===== src/rtl/vfp_pkg.sv =====
// Shared types and constants for the video frame pacer.
// Used by the top level and by the shared divider; depends on nothing.
package vfp_pkg;

    // Field widths
    localparam int STAMP_W   = 48;
    localparam int SAMPLE_W  = 48;
    localparam int FRAMES_W  = 14;
    localparam int RATE_W    = 18;
    localparam int DIV_W     = 58;   // widest dividend: 48-bit samples times 1000
    localparam int SLOT_W    = 7;
    localparam int FILL_W    = 8;
    localparam int COUNT_W   = 32;
    localparam int CMD_W     = 2;
    localparam int STATUS_W  = 3;

    // Default ring depth
    localparam int RING_SLOTS_DEF = 128;

    // Clock constants
    localparam int TICK_SAMPLES  = 1600;
    localparam int TICK_RATE     = 48;
    localparam int SKIP_DISTANCE = 2;
    localparam int RATE_RESET    = 48000;

    // Commands
    localparam logic [CMD_W-1:0] CMD_PUSH  = 2'd0;
    localparam logic [CMD_W-1:0] CMD_TICK  = 2'd1;
    localparam logic [CMD_W-1:0] CMD_AUDIO = 2'd2;

    // Result status codes
    localparam logic [STATUS_W-1:0] STAT_PUSHED = 3'd0;
    localparam logic [STATUS_W-1:0] STAT_FULL   = 3'd1;
    localparam logic [STATUS_W-1:0] STAT_SHOWN  = 3'd2;
    localparam logic [STATUS_W-1:0] STAT_REPEAT = 3'd3;
    localparam logic [STATUS_W-1:0] STAT_EMPTY  = 3'd4;
    localparam logic [STATUS_W-1:0] STAT_CLOCK  = 3'd5;

    // Configuration register indexes
    localparam logic REG_AUDIO_PRESENT = 1'b0;
    localparam logic REG_SAMPLE_RATE   = 1'b1;

    // Handshake between the sequencer and the divider
    typedef struct packed {
        logic start;
        logic done;
    } div_ctrl_t;

endpackage


===== src/rtl/vfp_div.sv =====
// Iterative restoring divider, one quotient bit per cycle.
// Depends on vfp_pkg for the dividend and divisor widths.
module vfp_div (
    input  logic                        aclk,
    input  logic                        aresetn,
    input  logic                        start,
    input  logic [vfp_pkg::DIV_W-1:0]   dividend,
    input  logic [vfp_pkg::RATE_W-1:0]  divisor,
    output logic                        done,
    output logic                        busy,
    output logic [vfp_pkg::DIV_W-1:0]   quotient
);

    localparam int CNT_W = $clog2(vfp_pkg::DIV_W);

    logic                        busy_reg;
    logic                        done_reg;
    logic [CNT_W-1:0]            cnt_reg;
    logic [vfp_pkg::RATE_W-1:0]  rem_reg;
    logic [vfp_pkg::RATE_W-1:0]  dvs_reg;
    logic [vfp_pkg::DIV_W-1:0]   quo_reg;

    logic [vfp_pkg::RATE_W:0]    trial;
    logic [vfp_pkg::RATE_W:0]    diff;
    logic                        fits;
    logic [vfp_pkg::RATE_W-1:0]  rem_next;

    // One restoring step: bring down the next dividend bit and try a subtract.
    always_comb begin
        trial    = {rem_reg, quo_reg[vfp_pkg::DIV_W-1]};
        diff     = trial - {1'b0, dvs_reg};
        fits     = (trial >= {1'b0, dvs_reg});
        rem_next = fits ? diff[vfp_pkg::RATE_W-1:0] : trial[vfp_pkg::RATE_W-1:0];
    end

    // Control: count the steps and pulse done after the last one.
    always_ff @(posedge aclk) begin
        if (!aresetn) begin
            busy_reg <= 1'b0;
            done_reg <= 1'b0;
            cnt_reg  <= '0;
        end else begin
            done_reg <= 1'b0;
            if (start) begin
                busy_reg <= 1'b1;
                cnt_reg  <= '0;
            end else if (busy_reg) begin
                cnt_reg <= cnt_reg + 1'b1;
                if (cnt_reg == CNT_W'(vfp_pkg::DIV_W - 1)) begin
                    busy_reg <= 1'b0;
                    done_reg <= 1'b1;
                end
            end
        end
    end

    // Datapath: the dividend register shifts out as the quotient shifts in.
    always_ff @(posedge aclk) begin
        if (start) begin
            rem_reg <= '0;
            dvs_reg <= divisor;
            quo_reg <= dividend;
        end else if (busy_reg) begin
            rem_reg <= rem_next;
            quo_reg <= {quo_reg[vfp_pkg::DIV_W-2:0], fits};
        end
    end

    assign done     = done_reg;
    assign busy     = busy_reg;
    assign quotient = quo_reg;

endmodule


===== config.mk =====
export PLATFORM = sky130hd
export DESIGN_NAME = vfp_div
export DESIGN_NICKNAME = d
export VERILOG_FILES = /design/src/rtl/vfp_pkg.sv /design/src/rtl/vfp_div.sv
export SDC_FILE = /design/constraint.sdc
export NUM_CORES = 1
export LEC_CHECK = 0
export ABC_AREA = 1
export BUFFER_PORTS_ARGS = -buffer_cell sky130_fd_sc_hd__clkbuf_2
export CELL_PAD_IN_SITES_DETAIL_PLACEMENT = 0
export CELL_PAD_IN_SITES_GLOBAL_PLACEMENT = 1
export CORE_MARGIN = 1
export CORE_UTILIZATION = 39
export CTS_CLUSTER_DIAMETER = 100
export CTS_CLUSTER_SIZE = 14
export DETAILED_ROUTE_END_ITERATION = 16
export PLACE_DENSITY_LB_ADDON = 0.12
export SYNTH_ARGS = -nofsm -noshare
export SYNTH_HDL_FRONTEND = slang
export SYNTH_SLANG_ARGS = --single-unit

===== constraint.sdc =====
create_clock -name aclk -period 3.17 [get_ports aclk]
set_clock_uncertainty 0.15 [all_clocks]
set_input_delay 0.317 -clock aclk [delete_from_list [all_inputs] [get_ports aclk]]
set_output_delay 0.317 -clock aclk [all_outputs]
set_load 0.02 [all_outputs]

==> summary.txt, run 1 <==
Run status
  • Status: finished, final reports clean

Timing
  • Fmax: between 400 and 500 MHz
  • Final Hold Viols: 0
  • Worst Slack Setup Final: 711.9 ps
  • RSZ-0062 raised after global routing: no
  • Slew Limit Fails: 0
  • Minimum clock period: 2458 ps
  • # setup viols final: 0
  • Slew HR: ~72%
  • WHS: roughly 56 ps
  • Setup TNS: 0 ps
  • Slew @ Worst Pin: 412.1 ps
  • Final worst path period share: 77.54%

Critical path
  • Worst reg2reg endpoint: rem_reg[4]
  • Critical path type: flop to flop
  • CP Launch Type: flop
  • Slowest stage cell on the critical path: ha_1
  • R2R setup slack: 710 ps
  • Worst Setup SP: rem_reg[13]
  • R2R depth: 10
  • Buf/Inv on CP: 0
  • Critical R2R Launch: rem_reg[13]
  • Crit-path max FO: 21
  • CP required: 3290 ps
  • CP Capture Point: rem_reg[4]
  • Crit. End Element: flop
  • Delay of the slowest critical-path stage: 400 ps
  • CP Depth: 10
  • CP arrival: 2580 ps
  • CP top delay family: simple AND/OR/NAND/NOR gates
  • Critical-path cell list: ha_1 -> a21oi_1 -> nand2_1 -> a21oi_2 -> nand2_2 -> nand2_4 -> nand2_4 -> nand2_1 -> nand3_1 -> o21ai_0

Logic synthesis
  • Synth Area in Compound Gates: 4.052%
  • Synthesized Nets: 748
  • Sequential fraction of the synthesis area: 52.47%
  • Post-Synth Adder-Cell Area: 5.060%
  • Cell Area, Synth: about 0.0053 mm^2
  • Synth Flop Type: edfxtp_1
  • Syn Area/Cell: 8.243 um^2
  • Proportion of synthesized area in mux cells: 0%
  • Fraction of registers with async set/reset: 0%
  • #FFs+latches synth: 102
  • Syn Inst Count: 648
  • Synth Area in Simple Gates: a little over 30%
  • Synth top area share: 42.73%
  • Yosys warns: 0
  • Yosys top cell by area: edfxtp_1
  • Post-synth EDFFs: 76
  • Library cells used by synthesis: 33
  • Ranking of synthesized cells by area: edfxtp_1 (43%), nand2_1 (21%), dfxtp_1 (9.7%)
  • Post-Synth XOR/XNOR Area: 1.312%
  • Largest family of logic cells by synthesized area: simple AND/OR/NAND/NOR gates

Clock tree
  • H-tree depth: 3
  • CTS max path bufs: 2
  • CTS tree: yes
  • CTS Buf Count: 9
  • Worst-skew pair later-pin latency: 350 ps
  • Clock slew at reported path FFs: 70 ps
  • Total clock sinks: slightly above 100
  • Post-cts resize count: 0
  • Root Driver: clkbuf_16

Route
  • 1st-pass router iterations: 5
  • Number of DRC markers in iteration 0: 239
  • Wire length per cell: roughly 14 um
  • Via count: 4,613
  • DRC: 0
  • Post-route antenna net violation count: 0
  • Vias per cell: 4.702
  • Routed WL: approximately 14,000 um

Power and ir drop
  • VDD IR max: 0.2492 mV
  • Pleak: 0.003394 uW
  • Pwr/cell area: 481.1 mW/mm^2

Layout
  • Most frequent cells in the layout: nand2_1 (295), clkbuf_2 (137), edfxtp_1 (76), inv_1 (62), nand3_1 (35)
  • Max reg flops: just under 60
  • Layout Nets: 901
  • Leading cell type in the layout, fill and taps excluded: nand2_1
  • N_diodes: 0
  • Layout area overhead: 25.20%
  • Layout cell share with drive strength beyond 1: a little over a fifth
  • Fin area: 0.006688 mm^2

Placement
  • Hpwl dp: ~9600 um
  • Port Buf Inserts: 138
  • DP Area: 0.006227 mm^2
  • DP Worst Slack: 745.6 ps
  • RD Place Congestion: 0.8403

Global routing
  • First-pass GRT wire length: 22,740 um
  • Met3 usage: 7.423%
  • Global route hottest layer: met2
  • Vias in the first global route: 4,627
  • GRT Residual Overflow: 0
  • Met2 GRT Util: approximately a third
  • Met1 GRT Util: between 20% and 30%
  • Initial antenna violation count: 0
  • GR Util All Layers: 20.40%
  • Pin count of the biggest net entering global routing: 76

Floorplan
  • I/O pins: between 100 and 150
  • FP Rows: 42
  • Die Area: 0.01417 mm^2
  • Total core area: 0.01330 mm^2
  • Die Wd: around 120 um
  • Effective utilization at floorplan: 40.18%
  • Chip height: 119.0 um

Worst hold path
  • Min-delay worst type: input port to flop

Job
  • Max cap viols: 0
## how the worst min path moves through the flow
stage / from / to / slack [ps] / depth (start not counted)
6_report: aresetn / busy / 60 / 3
5_1_grt: dividend[42] / quotient[42] / 70 / 3
4_1_cts: aresetn / busy / 50 / 3
3_5_place_dp: rem_reg[12] / rem_reg[12] / 310 / 2
3_3_place_gp: cnt_reg[5] / cnt_reg[5] / 300 / 2
2_1_floorplan: divisor[0] / dvs_reg[0] / 270 / 0
## metrics by stage
stage                     total power, uW  utilization (%)  std cells
after floorplan                      1932                -        648
after global placement               2131            46.84        948
after detailed placement             2135            46.84        948
after CTS                            3260            50.30        981
after global routing                 3363            50.30        981
final                                3218            50.30        981
## logic make-up after synthesis
| logic type | after synthesis |
|---|---|
| AND/OR/NAND/NOR | 390 |
| flip-flops | 102 |
| buffers and inverters | 88 |
| AO/OA/AOI/OAI | 39 |
| adder cells (fa/ha/maj) | 21 |
| XOR/XNOR | 8 |
## metal layers
metal  share of wire, %  vias up  wire length (um)
met5                  0        -                 0
met4                1.6        0               219
met3                8.0       18              1088
met2                 45      136              6127
met1                 45     2079              6113
li1                   -     2380                 -
## what timing repair did
action	4_1_cts	5_1_grt
endpoints found under the hold margin	18	0
buffers inserted	0	0
hold buffers	18	0
## where the power goes
part           switching (uW)  internal (uW)  total (uW)
Sequential               52.8           1560        1610
Combinational             323            184         507
Clock                     497            604        1100
## cell type report
class / instances / area, um^2
clock buffers: 10 / 229.0
clock inverters: 5 / 51.30
fillers: 1304 / 6608
inverters: 67 / 251.5
multi-input cells: 458 / 2185
flip-flops and latches: 102 / 2803
well taps: 176 / 220.2
repair buffers: 163 / 948.4
## worst min-delay path: stages
cell and delay, ps:
clkbuf_2 80, inv_1 60, a211oi_1 50
## cells in the mapped netlist (7+ instances only)
cell,number
a21oi_1,16
clkbuf_1,13
dfxtp_1,26
edfxtp_1,76
ha_1,20
inv_1,63
nand2_1,295
nand3_1,35
nand3b_1,14
nor2_1,26
o21ai_0,14
xnor2_1,7
(Power assumes the default switching activity.)
==> run 2: changes to the inputs <==
Clock period 3.17 ns to 2.5 ns, I/O delays scaled along.
==> summary.txt, run 2 (synthesized netlist as in run 1, its figures left out) <==
Critical path
  • Crit-path max FO: 3 (-86%)
  • CP arrival: 2430 ps (-150 ps)
  • Critical-path cell list: inv_1 -> ha_1 -> inv_1 -> fa_1 -> inv_1 -> nor2_1 -> nor2_1 -> o21bai_2 -> nand2_1 -> nand3b_1 -> nand2_1 -> nand2_1 -> nand3_1 -> nand2_1
  • CP top delay family: simple AND/OR/NAND/NOR gates
  • Most used cell, CP: nand2_1
  • Delay of the slowest critical-path stage: 410 ps (about the same)
  • CP Launch Type: flop
  • CP required: 2600 ps (-690 ps)
  • Crit. End Element: flop
  • Critical path type: flop to flop
  • Slowest stage cell on the critical path: fa_1
  • Buf/Inv on CP: 3 (+3)

Global routing
  • First-pass GRT wire length: 22,120 um (-2.7%)
  • Met3 usage: 6.657% (-0.77 points)
  • Met2 GRT Util: 30.41% (-2.3 points)
  • GRT Residual Overflow: 0 (unchanged)
  • GR Util All Layers: 19.67% (-0.73 points)
  • Met1 GRT Util: 24.78% (-0.62 points)
  • Initial antenna violation count: 0 (unchanged)
  • Vias in the first global route: 4,502 (-2.7%)
  • Pin count of the biggest net entering global routing: 76 (unchanged)
  • Global route hottest layer: met2

Timing
  • # setup viols final: 0 (unchanged)
  • Minimum clock period: 2330 ps (-127.6 ps)
  • Final worst path period share: 93.22% (+16 points)
  • Slew Limit Fails: 0 (unchanged)
  • WHS: 13.89 ps (-42.23 ps)
  • RSZ-0062 raised after global routing: no
  • Final Hold Viols: 0 (unchanged)
  • Fmax: 429.1 MHz (+5.5%)
  • Worst Slack Setup Final: 169.5 ps (-542.4 ps)
  • Setup TNS: 0 ps (unchanged)
  • Slew HR: 69.20% (-3.1 points)
  • Slew @ Worst Pin: 457.8 ps (+45.63 ps)

Floorplan
  • Die Area: 0.01417 mm^2 (unchanged)
  • Effective utilization at floorplan: 40.18% (unchanged)
  • I/O pins: 139 (unchanged)
  • Total core area: 0.01330 mm^2 (unchanged)
  • Chip height: 119.0 um (unchanged)
  • FP Rows: 42 (unchanged)
  • Die Wd: 119.0 um (unchanged)

Clock tree
  • Worst-skew pair later-pin latency: 350 ps (about the same)
  • Total clock sinks: 102 (unchanged)
  • CTS max path bufs: 2 (unchanged)
  • CTS tree: yes
  • Clock slew at reported path FFs: 70 ps (about the same)
  • H-tree depth: 3 (unchanged)
  • Root Driver: clkbuf_16
  • CTS Buf Count: 9 (unchanged)

Route
  • Post-route antenna net violation count: 0 (unchanged)
  • Wire length per cell: 13.45 um (-2.6%)
  • Via count: 4,620 (+0.15%)
  • 1st-pass router iterations: 4 (-1)
  • Vias per cell: 4.676 (-0.56%)
  • Routed WL: 13,290 um (-1.9%)
  • Number of DRC markers in iteration 0: 219 (-8.4%)
  • DRC: 0 (unchanged)

Power and ir drop
  • Gate power share: 15.7% (about the same)
  • Sequential share of power: 49.7% (-0.4 points)
  • Pwr/cell area: 608.5 mW/mm^2 (+26%)
  • Net Sw Frac: 26.77% (-0.34 points)
  • Internal power: 3013 uW (+28%)
  • VDD IR max: 0.3521 mV (+41%)
  • Pleak: 0.003426 uW (+0.93%)
  • Sw Pwr: 1101 uW (+26%)
  • Clk pwr share: 34.5% (+0.3 points)

Placement
  • RD Place Congestion: 0.7814 (-7.0%)
  • Port Buf Inserts: 138 (unchanged)
  • Hpwl dp: 9457 um (-1.5%)
  • DP Worst Slack: 169.0 ps (-576.6 ps)
  • DP Area: 0.006254 mm^2 (+0.42%)
  • Placed insts: 951 (+0.32%)

Layout
  • Max reg flops: 58 (unchanged)
  • Final Non-Filler Cells: 988 (+0.71%)
  • Layout cell share with drive strength beyond 1: 22.29% (+0.30 points)
  • Leading cell type in the layout, fill and taps excluded: nand2_1
  • N_diodes: 0 (unchanged)
  • Fin area: 0.006760 mm^2 (+1.1%)
  • Most frequent cells in the layout: nand2_1 (295), clkbuf_2 (137), edfxtp_1 (76), inv_1 (62), nand3_1 (35)
  • Layout area overhead: 26.56%
  • Layout Nets: 907 (+0.67%)

Run status
  • Status: finished, final reports clean

Job
  • Max cap viols: 0 (unchanged)

Worst hold path
  • Min-delay worst type: input port to flop
## run 2: final cells by class
type,instances,area (um^2)
tap,176,220.2
timing repair buffer,169,1001
fill,1310,6535
clock buffer,12,246.5
multi-input combinational,458,2188
sequential,102,2803
inverter,67,255.2
clock inverter,4,46.29
## run 2: stage by stage
step,utilization (%),power (uW)
floorplan,-,2450
global placement,47.04,2701
detailed placement,47.04,2706
CTS,50.82,4159
global route,50.85,4298
finish,50.85,4114
## run 2: repair_timing
item	4_1_cts	5_1_grt
setup endpoints to repair	0	2
setup buffers	0	0
hold buffers	21	0
resized for setup	0	1
hold endpoints to repair	21	0
## run 2: routing by layer
metal,wire [um],part of all wire [%],vias up
met2,5890,44,129
met3,1049,7.9,17
met5,0,0,-
met4,319,2.4,0
li1,-,-,2389
met1,6031,45,2085
## run 2: path summary, 6_finish.rpt
path | endpoint | startpoint | depth (start not counted) | slack, ps
max | rem_reg[14] | quotient[57] | 14 | 170
min | quotient[14] | dividend[14] | 3 | 10
max reg2reg | rem_reg[14] | quotient[57] | 14 | 170
min reg2reg | rem_reg[13] | rem_reg[13] | 2 | 320
## run 2: worst min-delay path, cell delays in order
cell and delay, ps:
clkbuf_2 70, nand2_1 40, nand2_1 50
## run 2: power by group through the flow
stage	combinational, uW	clock, uW	sequential [uW]
2_1_floorplan	256	0	2190
3_3_place_gp	624	0	2080
3_5_place_dp	626	0	2080
4_1_cts	654	1460	2050
5_1_grt	721	1510	2060
6_report	647	1420	2050
